### config.mk
export PLATFORM = sky130hd
export DESIGN_NAME = json_string_unescaper
export DESIGN_NICKNAME = d
export VERILOG_FILES = /design/src/rtl/core/jsu_pkg.sv /design/src/rtl/core/jsu_front.sv /design/src/rtl/core/jsu_queue.sv /design/src/rtl/core/jsu_back.sv /design/src/rtl/core/json_string_unescaper.sv
export SDC_FILE = /design/constraint.sdc
export NUM_CORES = 1
export LEC_CHECK = 0
export ABC_AREA = 1
export BUFFER_PORTS_ARGS = -buffer_cell sky130_fd_sc_hd__buf_2
export CAP_MARGIN = 5
export CELL_PAD_IN_SITES_DETAIL_PLACEMENT = 2
export CELL_PAD_IN_SITES_GLOBAL_PLACEMENT = 2
export CORE_MARGIN = 5
export CORE_UTILIZATION = 25
export DETAILED_ROUTE_END_ITERATION = 7
export PLACE_DENSITY_LB_ADDON = 0.1
export RECOVER_POWER = 25
export SYNTH_ARGS = -nofsm -noshare
export SYNTH_HDL_FRONTEND = slang
export SYNTH_SLANG_ARGS = --single-unit
### constraint.sdc
create_clock -name aclk -period 12.1 [get_ports aclk]
set_input_delay 0.605 -clock aclk [delete_from_list [all_inputs] [get_ports aclk]]
set_output_delay 0.605 -clock aclk [all_outputs]
set_load 0.02 [all_outputs]
### src/rtl/core/jsu_pkg.sv
// Shared types and constants for the JSON string unescaper.
`timescale 1ns / 1ps

package jsu_pkg;

    localparam int unsigned BundleBytes = 4;
    localparam int unsigned QueueDepth  = 2;
    localparam int unsigned QueueAw     = $clog2(QueueDepth);
    localparam int unsigned QueueCw     = $clog2(QueueDepth + 1);

    // A group of unescaped bytes caused by one input byte.
    typedef struct packed {
        logic [BundleBytes-1:0][7:0] data;
        logic [2:0]                  count;
        logic                        last;
    } bundle_t;

endpackage

### src/rtl/core/jsu_front.sv
// Input stage: escape decoding state machine that turns each byte into a bundle.
`timescale 1ns / 1ps

module jsu_front (
    input  logic             aclk,
    input  logic             aresetn,
    input  logic             in_valid,
    output logic             in_ready,
    input  logic [7:0]       in_byte,
    input  logic             in_last,
    output logic             push,
    output jsu_pkg::bundle_t push_data,
    input  logic             queue_ready
);

    localparam logic [7:0] ChBslash = 8'h5C;
    localparam logic [7:0] ChU      = 8'h75;
    localparam logic [7:0] ChB      = 8'h62;
    localparam logic [7:0] ChF      = 8'h66;
    localparam logic [7:0] ChN      = 8'h6E;
    localparam logic [7:0] ChR      = 8'h72;
    localparam logic [7:0] ChT      = 8'h74;

    typedef enum logic [1:0] {
        MODE_TEXT = 2'd0,
        MODE_ESC  = 2'd1,
        MODE_HEX  = 2'd2
    } mode_t;

    // Returns {valid, value} for an ASCII hex digit of either case.
    function automatic logic [4:0] hex_value(input logic [7:0] b);
        logic [4:0] r;
        r = 5'd0;
        if (b >= 8'h30 && b <= 8'h39) begin
            r = {1'b1, 4'(b - 8'h30)};
        end else if (b >= 8'h61 && b <= 8'h66) begin
            r = {1'b1, 4'(b - 8'h57)};
        end else if (b >= 8'h41 && b <= 8'h46) begin
            r = {1'b1, 4'(b - 8'h37)};
        end
        return r;
    endfunction

    function automatic logic [7:0] escape_map(input logic [7:0] b);
        logic [7:0] r;
        case (b)
            ChB:     r = 8'h08;
            ChF:     r = 8'h0C;
            ChN:     r = 8'h0A;
            ChR:     r = 8'h0D;
            ChT:     r = 8'h09;
            default: r = b;
        endcase
        return r;
    endfunction

    mode_t            mode_reg, mode_next;
    logic [1:0]       seen_reg, seen_next;
    logic [11:0]      acc_reg, acc_next;
    logic [2:0][7:0]  hex_reg;
    logic             hex_wr;
    logic [4:0]       hv;
    logic [15:0]      cp;
    logic             accept;
    jsu_pkg::bundle_t bnd;

    assign in_ready = queue_ready;
    assign accept   = in_valid && queue_ready;
    assign hv       = hex_value(in_byte);
    assign cp       = {acc_reg, hv[3:0]};

    always_comb begin
        mode_next = mode_reg;
        seen_next = seen_reg;
        acc_next  = acc_reg;
        hex_wr    = 1'b0;
        bnd       = '0;
        bnd.last  = in_last;
        case (mode_reg)
            MODE_ESC: begin
                mode_next = MODE_TEXT;
                if (in_byte == ChU) begin
                    if (!in_last) begin
                        mode_next = MODE_HEX;
                        seen_next = 2'd0;
                        acc_next  = 12'd0;
                    end
                end else begin
                    bnd.data[0] = escape_map(in_byte);
                    bnd.count   = 3'd1;
                end
            end
            MODE_HEX: begin
                if (!hv[4] || (in_last && seen_reg != 2'd3)) begin
                    // The escape is dropped: digits taken so far go out as text.
                    for (int i = 0; i < 3; i++) begin
                        bnd.data[i] = (3'(i) < {1'b0, seen_reg}) ? hex_reg[i] : in_byte;
                    end
                    bnd.data[3] = in_byte;
                    mode_next   = MODE_TEXT;
                    seen_next   = 2'd0;
                    acc_next    = 12'd0;
                    if (!hv[4] && in_byte == ChBslash && !in_last) begin
                        mode_next = MODE_ESC;
                        bnd.count = {1'b0, seen_reg};
                    end else begin
                        bnd.count = {1'b0, seen_reg} + 3'd1;
                    end
                end else if (seen_reg == 2'd3) begin
                    mode_next = MODE_TEXT;
                    seen_next = 2'd0;
                    acc_next  = 12'd0;
                    if (cp[15:7] == 9'd0) begin
                        bnd.data[0] = cp[7:0];
                        bnd.count   = 3'd1;
                    end else if (cp[15:11] == 5'd0) begin
                        bnd.data[0] = {3'b110, cp[10:6]};
                        bnd.data[1] = {2'b10, cp[5:0]};
                        bnd.count   = 3'd2;
                    end else begin
                        bnd.data[0] = {4'b1110, cp[15:12]};
                        bnd.data[1] = {2'b10, cp[11:6]};
                        bnd.data[2] = {2'b10, cp[5:0]};
                        bnd.count   = 3'd3;
                    end
                end else begin
                    hex_wr    = 1'b1;
                    acc_next  = {acc_reg[7:0], hv[3:0]};
                    seen_next = seen_reg + 2'd1;
                end
            end
            default: begin
                mode_next = MODE_TEXT;
                if (in_byte == ChBslash && !in_last) begin
                    mode_next = MODE_ESC;
                end else begin
                    bnd.data[0] = in_byte;
                    bnd.count   = 3'd1;
                end
            end
        endcase
        if (in_last) begin
            mode_next = MODE_TEXT;
            seen_next = 2'd0;
            acc_next  = 12'd0;
        end
    end

    assign push      = accept && (bnd.count != 3'd0 || in_last);
    assign push_data = bnd;

    always_ff @(posedge aclk) begin
        if (!aresetn) begin
            mode_reg <= MODE_TEXT;
            seen_reg <= 2'd0;
            acc_reg  <= 12'd0;
        end else if (accept) begin
            mode_reg <= mode_next;
            seen_reg <= seen_next;
            acc_reg  <= acc_next;
        end
    end

    always_ff @(posedge aclk) begin
        if (accept && hex_wr) begin
            hex_reg[seen_reg] <= in_byte;
        end
    end

endmodule

### src/rtl/core/jsu_queue.sv
// Short bundle queue between the decoding front and the output back end.
`timescale 1ns / 1ps

module jsu_queue (
    input  logic             aclk,
    input  logic             aresetn,
    input  logic             push,
    input  jsu_pkg::bundle_t push_data,
    output logic             push_ready,
    input  logic             pop,
    output logic             pop_valid,
    output jsu_pkg::bundle_t pop_data
);

    jsu_pkg::bundle_t                  mem_reg [jsu_pkg::QueueDepth];
    logic [jsu_pkg::QueueAw-1:0]       wr_ptr_reg, rd_ptr_reg;
    logic [jsu_pkg::QueueCw-1:0]       count_reg, count_next;
    logic                              do_push, do_pop;

    assign push_ready = count_reg != jsu_pkg::QueueCw'(jsu_pkg::QueueDepth);
    assign pop_valid  = count_reg != '0;
    assign pop_data   = mem_reg[rd_ptr_reg];
    assign do_push    = push && push_ready;
    assign do_pop     = pop && pop_valid;

    always_comb begin
        count_next = count_reg;
        if (do_push && !do_pop) begin
            count_next = count_reg + 1'b1;
        end else if (do_pop && !do_push) begin
            count_next = count_reg - 1'b1;
        end
    end

    always_ff @(posedge aclk) begin
        if (!aresetn) begin
            wr_ptr_reg <= '0;
            rd_ptr_reg <= '0;
            count_reg  <= '0;
        end else begin
            count_reg <= count_next;
            if (do_push) begin
                wr_ptr_reg <= (wr_ptr_reg == jsu_pkg::QueueAw'(jsu_pkg::QueueDepth - 1))
                              ? '0 : wr_ptr_reg + 1'b1;
            end
            if (do_pop) begin
                rd_ptr_reg <= (rd_ptr_reg == jsu_pkg::QueueAw'(jsu_pkg::QueueDepth - 1))
                              ? '0 : rd_ptr_reg + 1'b1;
            end
        end
    end

    always_ff @(posedge aclk) begin
        if (do_push) begin
            mem_reg[wr_ptr_reg] <= push_data;
        end
    end

endmodule

### src/rtl/core/jsu_back.sv
// Output stage: walks a bundle one byte per transaction into a registered output.
`timescale 1ns / 1ps

module jsu_back (
    input  logic             aclk,
    input  logic             aresetn,
    output logic             pop,
    input  logic             pop_valid,
    input  jsu_pkg::bundle_t pop_data,
    output logic             out_valid,
    input  logic             out_ready,
    output logic [7:0]       out_byte,
    output logic             out_byte_valid,
    output logic             out_run_last,
    output logic             out_string_end
);

    jsu_pkg::bundle_t cur_reg;
    logic             cur_valid_reg;
    logic [1:0]       idx_reg;
    logic             oval_reg;
    logic [7:0]       obyte_reg;
    logic             obv_reg, orl_reg, ose_reg;
    logic [1:0]       last_idx;
    logic             at_end, adv, cur_done;

    assign last_idx = (cur_reg.count == 3'd0) ? 2'd0 : 2'(cur_reg.count - 3'd1);
    assign at_end   = idx_reg == last_idx;
    assign adv      = cur_valid_reg && (!oval_reg || out_ready);
    assign cur_done = adv && at_end;
    assign pop      = pop_valid && (!cur_valid_reg || cur_done);

    always_ff @(posedge aclk) begin
        if (!aresetn) begin
            cur_valid_reg <= 1'b0;
            idx_reg       <= 2'd0;
            oval_reg      <= 1'b0;
        end else begin
            if (pop) begin
                cur_valid_reg <= 1'b1;
                idx_reg       <= 2'd0;
            end else if (cur_done) begin
                cur_valid_reg <= 1'b0;
            end else if (adv) begin
                idx_reg <= idx_reg + 2'd1;
            end
            if (adv) begin
                oval_reg <= 1'b1;
            end else if (out_ready) begin
                oval_reg <= 1'b0;
            end
        end
    end

    always_ff @(posedge aclk) begin
        if (pop) begin
            cur_reg <= pop_data;
        end
        if (adv) begin
            obyte_reg <= (cur_reg.count == 3'd0) ? 8'd0 : cur_reg.data[idx_reg];
            obv_reg   <= cur_reg.count != 3'd0;
            orl_reg   <= at_end;
            ose_reg   <= at_end && cur_reg.last;
        end
    end

    assign out_valid      = oval_reg;
    assign out_byte       = obyte_reg;
    assign out_byte_valid = obv_reg;
    assign out_run_last   = orl_reg;
    assign out_string_end = ose_reg;

endmodule

### src/rtl/core/json_string_unescaper.sv
// Top level of the streaming JSON string-body unescaper.
// Path: an accepted byte's bundle goes through the queue, the current-bundle
// register and the output register. Throughput: one input byte per cycle while
// the queue has room; a byte that yields several results holds the output for
// one transaction per result, and a two-entry bundle queue absorbs the
// difference. Reset (aresetn low, synchronous) returns the decoder to plain
// text mode and empties the queue and output register.
`timescale 1ns / 1ps

module json_string_unescaper (
    input  logic       aclk,
    input  logic       aresetn,
    input  logic       s_tvalid,
    output logic       s_tready,
    input  logic [7:0] s_tdata,   // [7:0] in_byte
    input  logic       s_tlast,   // last_byte
    output logic       m_tvalid,
    input  logic       m_tready,
    output logic [7:0] m_tdata,   // [7:0] out_byte
    output logic [1:0] m_tuser,   // [0] byte_valid, [1] string_end
    output logic       m_tlast    // run_last
);

    logic             push, push_ready, pop, pop_valid;
    jsu_pkg::bundle_t push_data, pop_data;
    logic             bv, se;

    jsu_front u_front (
        .aclk        (aclk),
        .aresetn     (aresetn),
        .in_valid    (s_tvalid),
        .in_ready    (s_tready),
        .in_byte     (s_tdata),
        .in_last     (s_tlast),
        .push        (push),
        .push_data   (push_data),
        .queue_ready (push_ready)
    );

    jsu_queue u_queue (
        .aclk       (aclk),
        .aresetn    (aresetn),
        .push       (push),
        .push_data  (push_data),
        .push_ready (push_ready),
        .pop        (pop),
        .pop_valid  (pop_valid),
        .pop_data   (pop_data)
    );

    jsu_back u_back (
        .aclk           (aclk),
        .aresetn        (aresetn),
        .pop            (pop),
        .pop_valid      (pop_valid),
        .pop_data       (pop_data),
        .out_valid      (m_tvalid),
        .out_ready      (m_tready),
        .out_byte       (m_tdata),
        .out_byte_valid (bv),
        .out_run_last   (m_tlast),
        .out_string_end (se)
    );

    assign m_tuser = {se, bv};

endmodule
==> impl_metrics.py, run 1 <==
metrics = {
    "outcome": {
        "status": "finished, final reports clean",
    },
    "critical_path": {
        "timing.rr.end": "u_queue.mem_reg[1][31]$_DFFE_PP_",
        "path_buf_inv": 5,
        "worst-setup-path-type": "reg -> reg",
        "cp_common_cell": "inv_1",
        "end_kind": "flip-flop",
        "crit_family": "simple AND/OR/NAND/NOR gates",
        "cp-start-kind": "flip-flop",
        "r2r-start": "u_front.mode_reg[0]$_SDFFE_PN0P_",
        "r2r_slack_ps": 8260,
        "reg2regPathDepth": 13,
        "cp.arrival_ps": 3910,
        "worstPathMaxFanout": 36,
        "cp_cell_sequence": "inv_1, ha_1, inv_1, nor2_1, nand2_1, nor2_1, a21oi_4, nand2_2, inv_1, nand2_1, nand3_1, clkinv_1, buf_4",
        "max_stage_delay_ps": 840,
        "crit_slowest_cell": "nor2_1",
        "cp.required_ps": 12170,
    },
    "min_path": {
        "hp-start": "m_tready",
        "hold_path_class": "in -> reg",
        "holdPathStages": 4,
        "holdPathEnd": "u_back.out_valid$_SDFFE_PN0P_",
    },
    "power": {
        "pwr-share-seq": 0.463,
        "p_comb_frac": 0.240,
        "switchingPower_uw": 635,
        "irDropWorstVdd_mv": 0.0933,
        "switching_share": 0.339,
        "power.leakage_uw": 0.00331,
        "p_clk_frac": 0.297,
        "p_int_uw": 1240,
        "powerDensity_nw_per_um2": 214,
    },
    "die": {
        "die_y_um": 185,
        "pin_count": 26,
        "fp-row-count": 64,
        "initial_utilization": 0.252,
        "die_area_um2": 34400,
        "core_um2": 30500,
        "die_width_um": 185,
    },
    "detailed_routing": {
        "post_drt_wl_per_cell_um": 19.8,
        "drt_iter0_drc": 252,
        "via_count": 5407,
        "drc_errors": 0,
        "drt-total-wl_mm": 23.8,
        "viasPerCell": 4.51,
        "ant_nets": 0,
        "drt_pass1_iterations": 4,
    },
    "cts": {
        "htreeDepth": 4,
        "clk_latency_ps": 430,
        "clockBufferDepth": 2,
        "cts_tree": "done",
        "cts_sinks": 167,
        "cts_resized": 0,
        "numCtsBuffers": 17,
        "root_buffer": "clkbuf_16",
        "post_cts.repair.setup_buffers": 0,
        "clk_pin_slew_ps": 70,
        "hold_buffers": 0,
    },
    "synth": {
        "syn-num-nets": 795,
        "synth_area_per_cell_um2": 9.99,
        "synth-seq-cells": 167,
        "yosysSeqAreaShare": 0.621,
        "syn_area_um2": 7690,
        "synth.distinct_cells": 42,
        "yosysWarnings": 0,
        "synth_cells": 770,
    },
    "sta": {
        "rsz0062_at_grt": "no",
        "max_freq_mhz": 260,
        "finalClockSkew_ps": 12.3,
        "finalCritPeriodShare": 0.318,
        "slew_violations": 0,
        "tns_ps": 0,
        "final-setup-viol-count": 0,
        "post-route-min-period_ps": 3840,
        "relSlewSlack": 0.161,
        "setup_slack_ps": 8260,
        "hold_viol_final": 0,
        "tightest_slew_ps": 1260,
    },
    "flow_run": {
        "max_cap_violations": 0,
    },
    "global_routing": {
        "grt_max_degree": 38,
        "grt_use_total": 0.142,
        "antenna_found_initial": 0,
        "gr-total-overflow": 0,
        "grt_pass1_wl_mm": 36.2,
        "grt_pass1_vias": 5806,
    },
    "placement": {
        "placement.io_buffers": 25,
        "dpl_cell_area_um2": 8190,
        "dp_hpwl_mm": 17.7,
        "gp_congestion": 0.937,
        "post-place-ws_ps": 7970,
        "place_inst": 1166,
    },
    "cells_and_area": {
        "final_nets": 814,
        "largest_register_ffs": 72,
        "area_growth_pct": 13.8,
        "diodes": 0,
        "stdcell_count": 1198,
        "fin_area_um2": 8750,
        "drive_above_1_share": 0.0948,
    },
}
## layout by cell type, fill, tap and decap left out, drive strengths merged
master and n:
a211oi 3, a21oi 49, a22oi 11, a31oi 3, buf 7, bufinv 2, clkbuf 40, clkinv 11
dfxtp 24, edfxtp 143, ha 12, inv 70, nand2 220, nand3 21, nand3b 1, nand4 5
nor2 100, nor3 4, nor3b 2, nor4 1, o211ai 7, o21a 1, o21ai 54, o21bai 2
o22ai 3, xor2 6
## cell usage after synthesis (all sizes together)
cell / n / area (µm²)
nand3: 21 / 160
o211ai: 7 / 66.3
a22oi: 11 / 82.6
nand4: 5 / 31.3
a211oi: 3 / 22.5
ha: 12 / 150
o21bai: 2 / 15.0
a31oi: 3 / 18.8
dfxtp: 24 / 480
edfxtp: 143 / 4290
inv: 65 / 244
nor3: 4 / 31.3
xor2: 6 / 52.6
nand2: 220 / 858
o21a: 1 / 7.51
nor2: 100 / 410
nor4: 1 / 6.26
o21ai: 54 / 274
nand3b: 1 / 7.51
clkbuf: 13 / 48.8
o22ai: 3 / 18.8
clkinv: 3 / 12.5
buf: 17 / 116
a21oi: 49 / 264
nor3b: 2 / 15.0
## power by group through the flow
| stage | clock, µW | sequential, µW | combinational (µW) |
|---|---|---|---|
| 3_5_place_dp | 0 | 882 | 471 |
| 6_report | 557 | 867 | 449 |
| 4_1_cts | 576 | 870 | 474 |
| 5_1_grt | 603 | 880 | 512 |
| 2_1_floorplan | 0 | 881 | 293 |
| 3_3_place_gp | 0 | 876 | 461 |
## metal layers
layer  part of all wire  track usage  up-vias
li1                   -            -     2629
met1               0.47        0.185     2705
met2               0.50        0.245       51
met3              0.021       0.0230       22
met4              0.014       0.0402        0
met5                  0            0        -
## logic make-up after synthesis
kind of cell | share of synthesized area
fa+ha+maj | 0.0195
simple gates | 0.198
buf+inv | 0.0548
xor+xnor | 0.00683
flops | 0.621
compound gates | 0.100
## per-stage QoR
step                       util  total power, µW  hold WS [ps]
after global routing      0.287             2000           453
after floorplan               -             1170           451
final                     0.287             1870           452
after CTS                 0.288             1920           402
after detailed placement  0.268             1350           492
after global placement    0.268             1340           466
## cell type report
| type | instances | area, µm² |
|---|---|---|
| sequential | 167 | 4770 |
| timing repair buffer | 30 | 131 |
| clock inverter | 15 | 169 |
| multi-input combinational | 505 | 2500 |
| tap | 396 | 495 |
| fill | 3343 | 21800 |
| clock buffer | 17 | 425 |
| inverter | 68 | 256 |
## worst max-delay path by stage
stage / slack, ps / cells after the start / start / end
after global routing: 7930 / 13 / u_front.mode_reg[0]$_SDFFE_PN0P_ / u_queue.mem_reg[1][18]$_DFFE_PP_
after CTS: 8220 / 13 / u_front.mode_reg[0]$_SDFFE_PN0P_ / u_queue.mem_reg[1][31]$_DFFE_PP_
after global placement: 8140 / 13 / s_tdata[1] / u_front.hex_reg[18]$_DFFE_PP_
after floorplan: 7440 / 13 / s_tdata[1] / u_queue.mem_reg[0][0]$_DFFE_PP_
final: 8260 / 13 / u_front.mode_reg[0]$_SDFFE_PN0P_ / u_queue.mem_reg[1][31]$_DFFE_PP_
after detailed placement: 7970 / 13 / s_tdata[1] / u_front.hex_reg[18]$_DFFE_PP_
## tightest hold or removal path: stages
cell     delay [ps]
buf_2            70
inv_1            30
nand2_1          70
a21oi_1          60
(Power assumes the default switching activity.)
==> run 2: changes to the inputs <==
- clock period: 12.1 -> 4 ns (I/O delays scaled with it)
==> run 2 against run 1 <==
  * Flip-flop and latch count did not move
  * Via count rose by 0.39%
  * Non-clock buffer count rose by 4
  * Critical path depth fell by 3
  * Clock power increased to 3.2 times the previous value
  * Register-to-register slack got worse by 7500 ps
  * Combinational power rose to 3.1 times the previous value
  * Global-route usage increased by 0.23 points
  * First-iteration DRC count up 4.4%
  * Sequential share of layout area is 0.36 points lower
  * Critical path type unchanged
  * Critical endpoint is now u_front.hex_reg[21]$_DFFE_PP_
==> impl_metrics.py, run 2 (synthesis gave the netlist of run 1 again) <==
metrics = {
    "cells_and_area": {
        "final_cell_mix": "nand2_1, edfxtp_1, nor2_1",
        "fin_area_um2": 8810,
        "drive_above_1_share": 0.0980,
        "final_util": 0.289,
        "layout_commonest_cell": "nand2_1",
        "final_nets": 818,
        "diodes": 0,
        "largest_register_ffs": 72,
        "n_fill_cell": 3329,
        "area_growth_pct": 14.6,
    },
    "critical_path": {
        "cp-start-kind": "flip-flop",
        "worst-setup-path-type": "reg -> reg",
        "cp.required_ps": 4070,
        "cp_cell_sequence": "ha_1, inv_1, nand2_1, nand2_4, clkinv_2, nand3_4, nor2_1, buf_4, inv_1, nor2_1",
        "worstPathMaxFanout": 21,
        "end_kind": "flip-flop",
        "max_stage_delay_ps": 620,
        "cp.arrival_ps": 3330,
        "crit_slowest_cell": "dfxtp_1",
        "r2r_slack_ps": 740,
    },
    "sta": {
        "max_freq_mhz": 307,
        "finalCritPeriodShare": 0.814,
        "hold_viol_final": 0,
        "final-setup-viol-count": 0,
        "tightest_slew_ps": 1290,
        "rsz0062_at_grt": "no",
        "setup_slack_ps": 743,
        "relSlewSlack": 0.136,
        "finalClockSkew_ps": 18.0,
        "whs_ps": 39.3,
        "tns_ps": 0,
        "post-route-min-period_ps": 3260,
        "slew_violations": 0,
    },
    "die": {
        "core_um2": 30500,
        "die_area_um2": 34400,
        "initial_utilization": 0.252,
        "pin_count": 26,
        "fp-row-count": 64,
        "die_y_um": 185,
        "die_width_um": 185,
    },
    "cts": {
        "hold_buffers": 0,
        "post_cts.repair.setup_buffers": 0,
        "htreeDepth": 4,
        "cts_sinks": 167,
        "clk_latency_ps": 430,
        "cts_tree": "done",
        "numCtsBuffers": 17,
        "cts_resized": 0,
        "clk_pin_slew_ps": 80,
        "clockBufferDepth": 2,
        "root_buffer": "clkbuf_16",
    },
    "global_routing": {
        "use_met1": 0.195,
        "grt_pass1_wl_mm": 37.1,
        "met3_usage": 0.0210,
        "grt_pass1_vias": 5963,
        "antenna_found_initial": 0,
        "gr-total-overflow": 0,
        "grt_use_total": 0.145,
        "top_usage_layer": "met2",
        "use_met2": 0.238,
        "grt_max_degree": 38,
    },
    "placement": {
        "placement.io_buffers": 25,
        "dpl_cell_area_um2": 8220,
        "gp_congestion": 0.875,
        "dp_hpwl_mm": 17.7,
        "post-place-ws_ps": 671,
    },
    "power": {
        "p_comb_frac": 0.242,
        "power.leakage_uw": 0.00334,
        "p_int_uw": 3820,
        "irDropWorstVdd_mv": 0.265,
        "switchingPower_uw": 1940,
        "pwr-share-seq": 0.453,
        "powerDensity_nw_per_um2": 654,
        "switching_share": 0.336,
        "p_clk_frac": 0.305,
    },
    "detailed_routing": {
        "post_drt_wl_per_cell_um": 20.0,
        "drt_pass1_iterations": 4,
        "drc_errors": 0,
        "via_count": 5428,
        "drt-total-wl_mm": 24.0,
        "viasPerCell": 4.52,
        "drt_iter0_drc": 263,
        "ant_nets": 0,
    },
    "min_path": {
        "hold_path_class": "in -> reg",
    },
    "outcome": {
        "status": "finished, final reports clean",
    },
    "flow_run": {
        "max_cap_violations": 0,
    },
}
-- run 2: changes by cell type in the layout (fill, tap and decap cells not counted), sizes merged --
cell and change:
clkinv -8, buf +3, clkbuf +3, inv +3, clkinvlp +2, bufinv +1
-- run 2: power by group through the flow --
stage / sequential [µW] / clock [µW] / combinational, µW
global route: 2650 / 1900 / 1590
floorplan: 2660 / 0 / 888
CTS: 2610 / 1810 / 1470
finish: 2610 / 1760 / 1400
global placement: 2640 / 0 / 1410
detailed placement: 2650 / 0 / 1460
-- run 2: layout make-up --
| type | instances | area, µm² | share of cell area |
|---|---|---|---|
| multi-input cells | 505 | 2500 | 0.284 |
| clock inverters | 13 | 185 | 0.0210 |
| clock buffers | 19 | 433 | 0.0491 |
| inverters | 68 | 256 | 0.0291 |
| well taps | 396 | 495 | 0.0562 |
| repair buffers | 34 | 160 | 0.0182 |
| flip-flops and latches | 167 | 4770 | 0.542 |
-- run 2: critical path: cells and delay by family (launching register included) --
| family | cells | cell delay [ps] |
|---|---|---|
| buf+inv | 4 | 650 |
| flops | 1 | 620 |
| fa+ha+maj | 1 | 400 |
| simple gates | 5 | 1200 |
-- run 2: path summary, 6_finish.rpt --
check,startpoint,endpoint,cells past startpoint
setup reg to reg,u_front.seen_reg[1]$_SDFFE_PN0P_,u_front.hex_reg[21]$_DFFE_PP_,10
setup / recovery,u_front.seen_reg[1]$_SDFFE_PN0P_,u_front.hex_reg[21]$_DFFE_PP_,10
hold / removal,m_tready,u_back.out_valid$_SDFFE_PN0P_,4
hold reg to reg,u_back.cur_valid_reg$_SDFFE_PN0P_,u_back.out_valid$_SDFFE_PN0P_,2
-- run 2: routing by layer --
layer	routed length, µm	vias up	part of all wire
met1	11500	2708	0.48
met3	575	20	0.024
met5	0	-	0
met4	518	0	0.022
li1	-	2630	-
met2	11400	70	0.47
-- run 2: metrics by stage --
step                      total power, µW  cells
after global routing                 6140   1202
after floorplan                      3550    770
after detailed placement             4110   1170
after CTS                            5890   1202
final                                5760   1202
after global placement               4040   1170
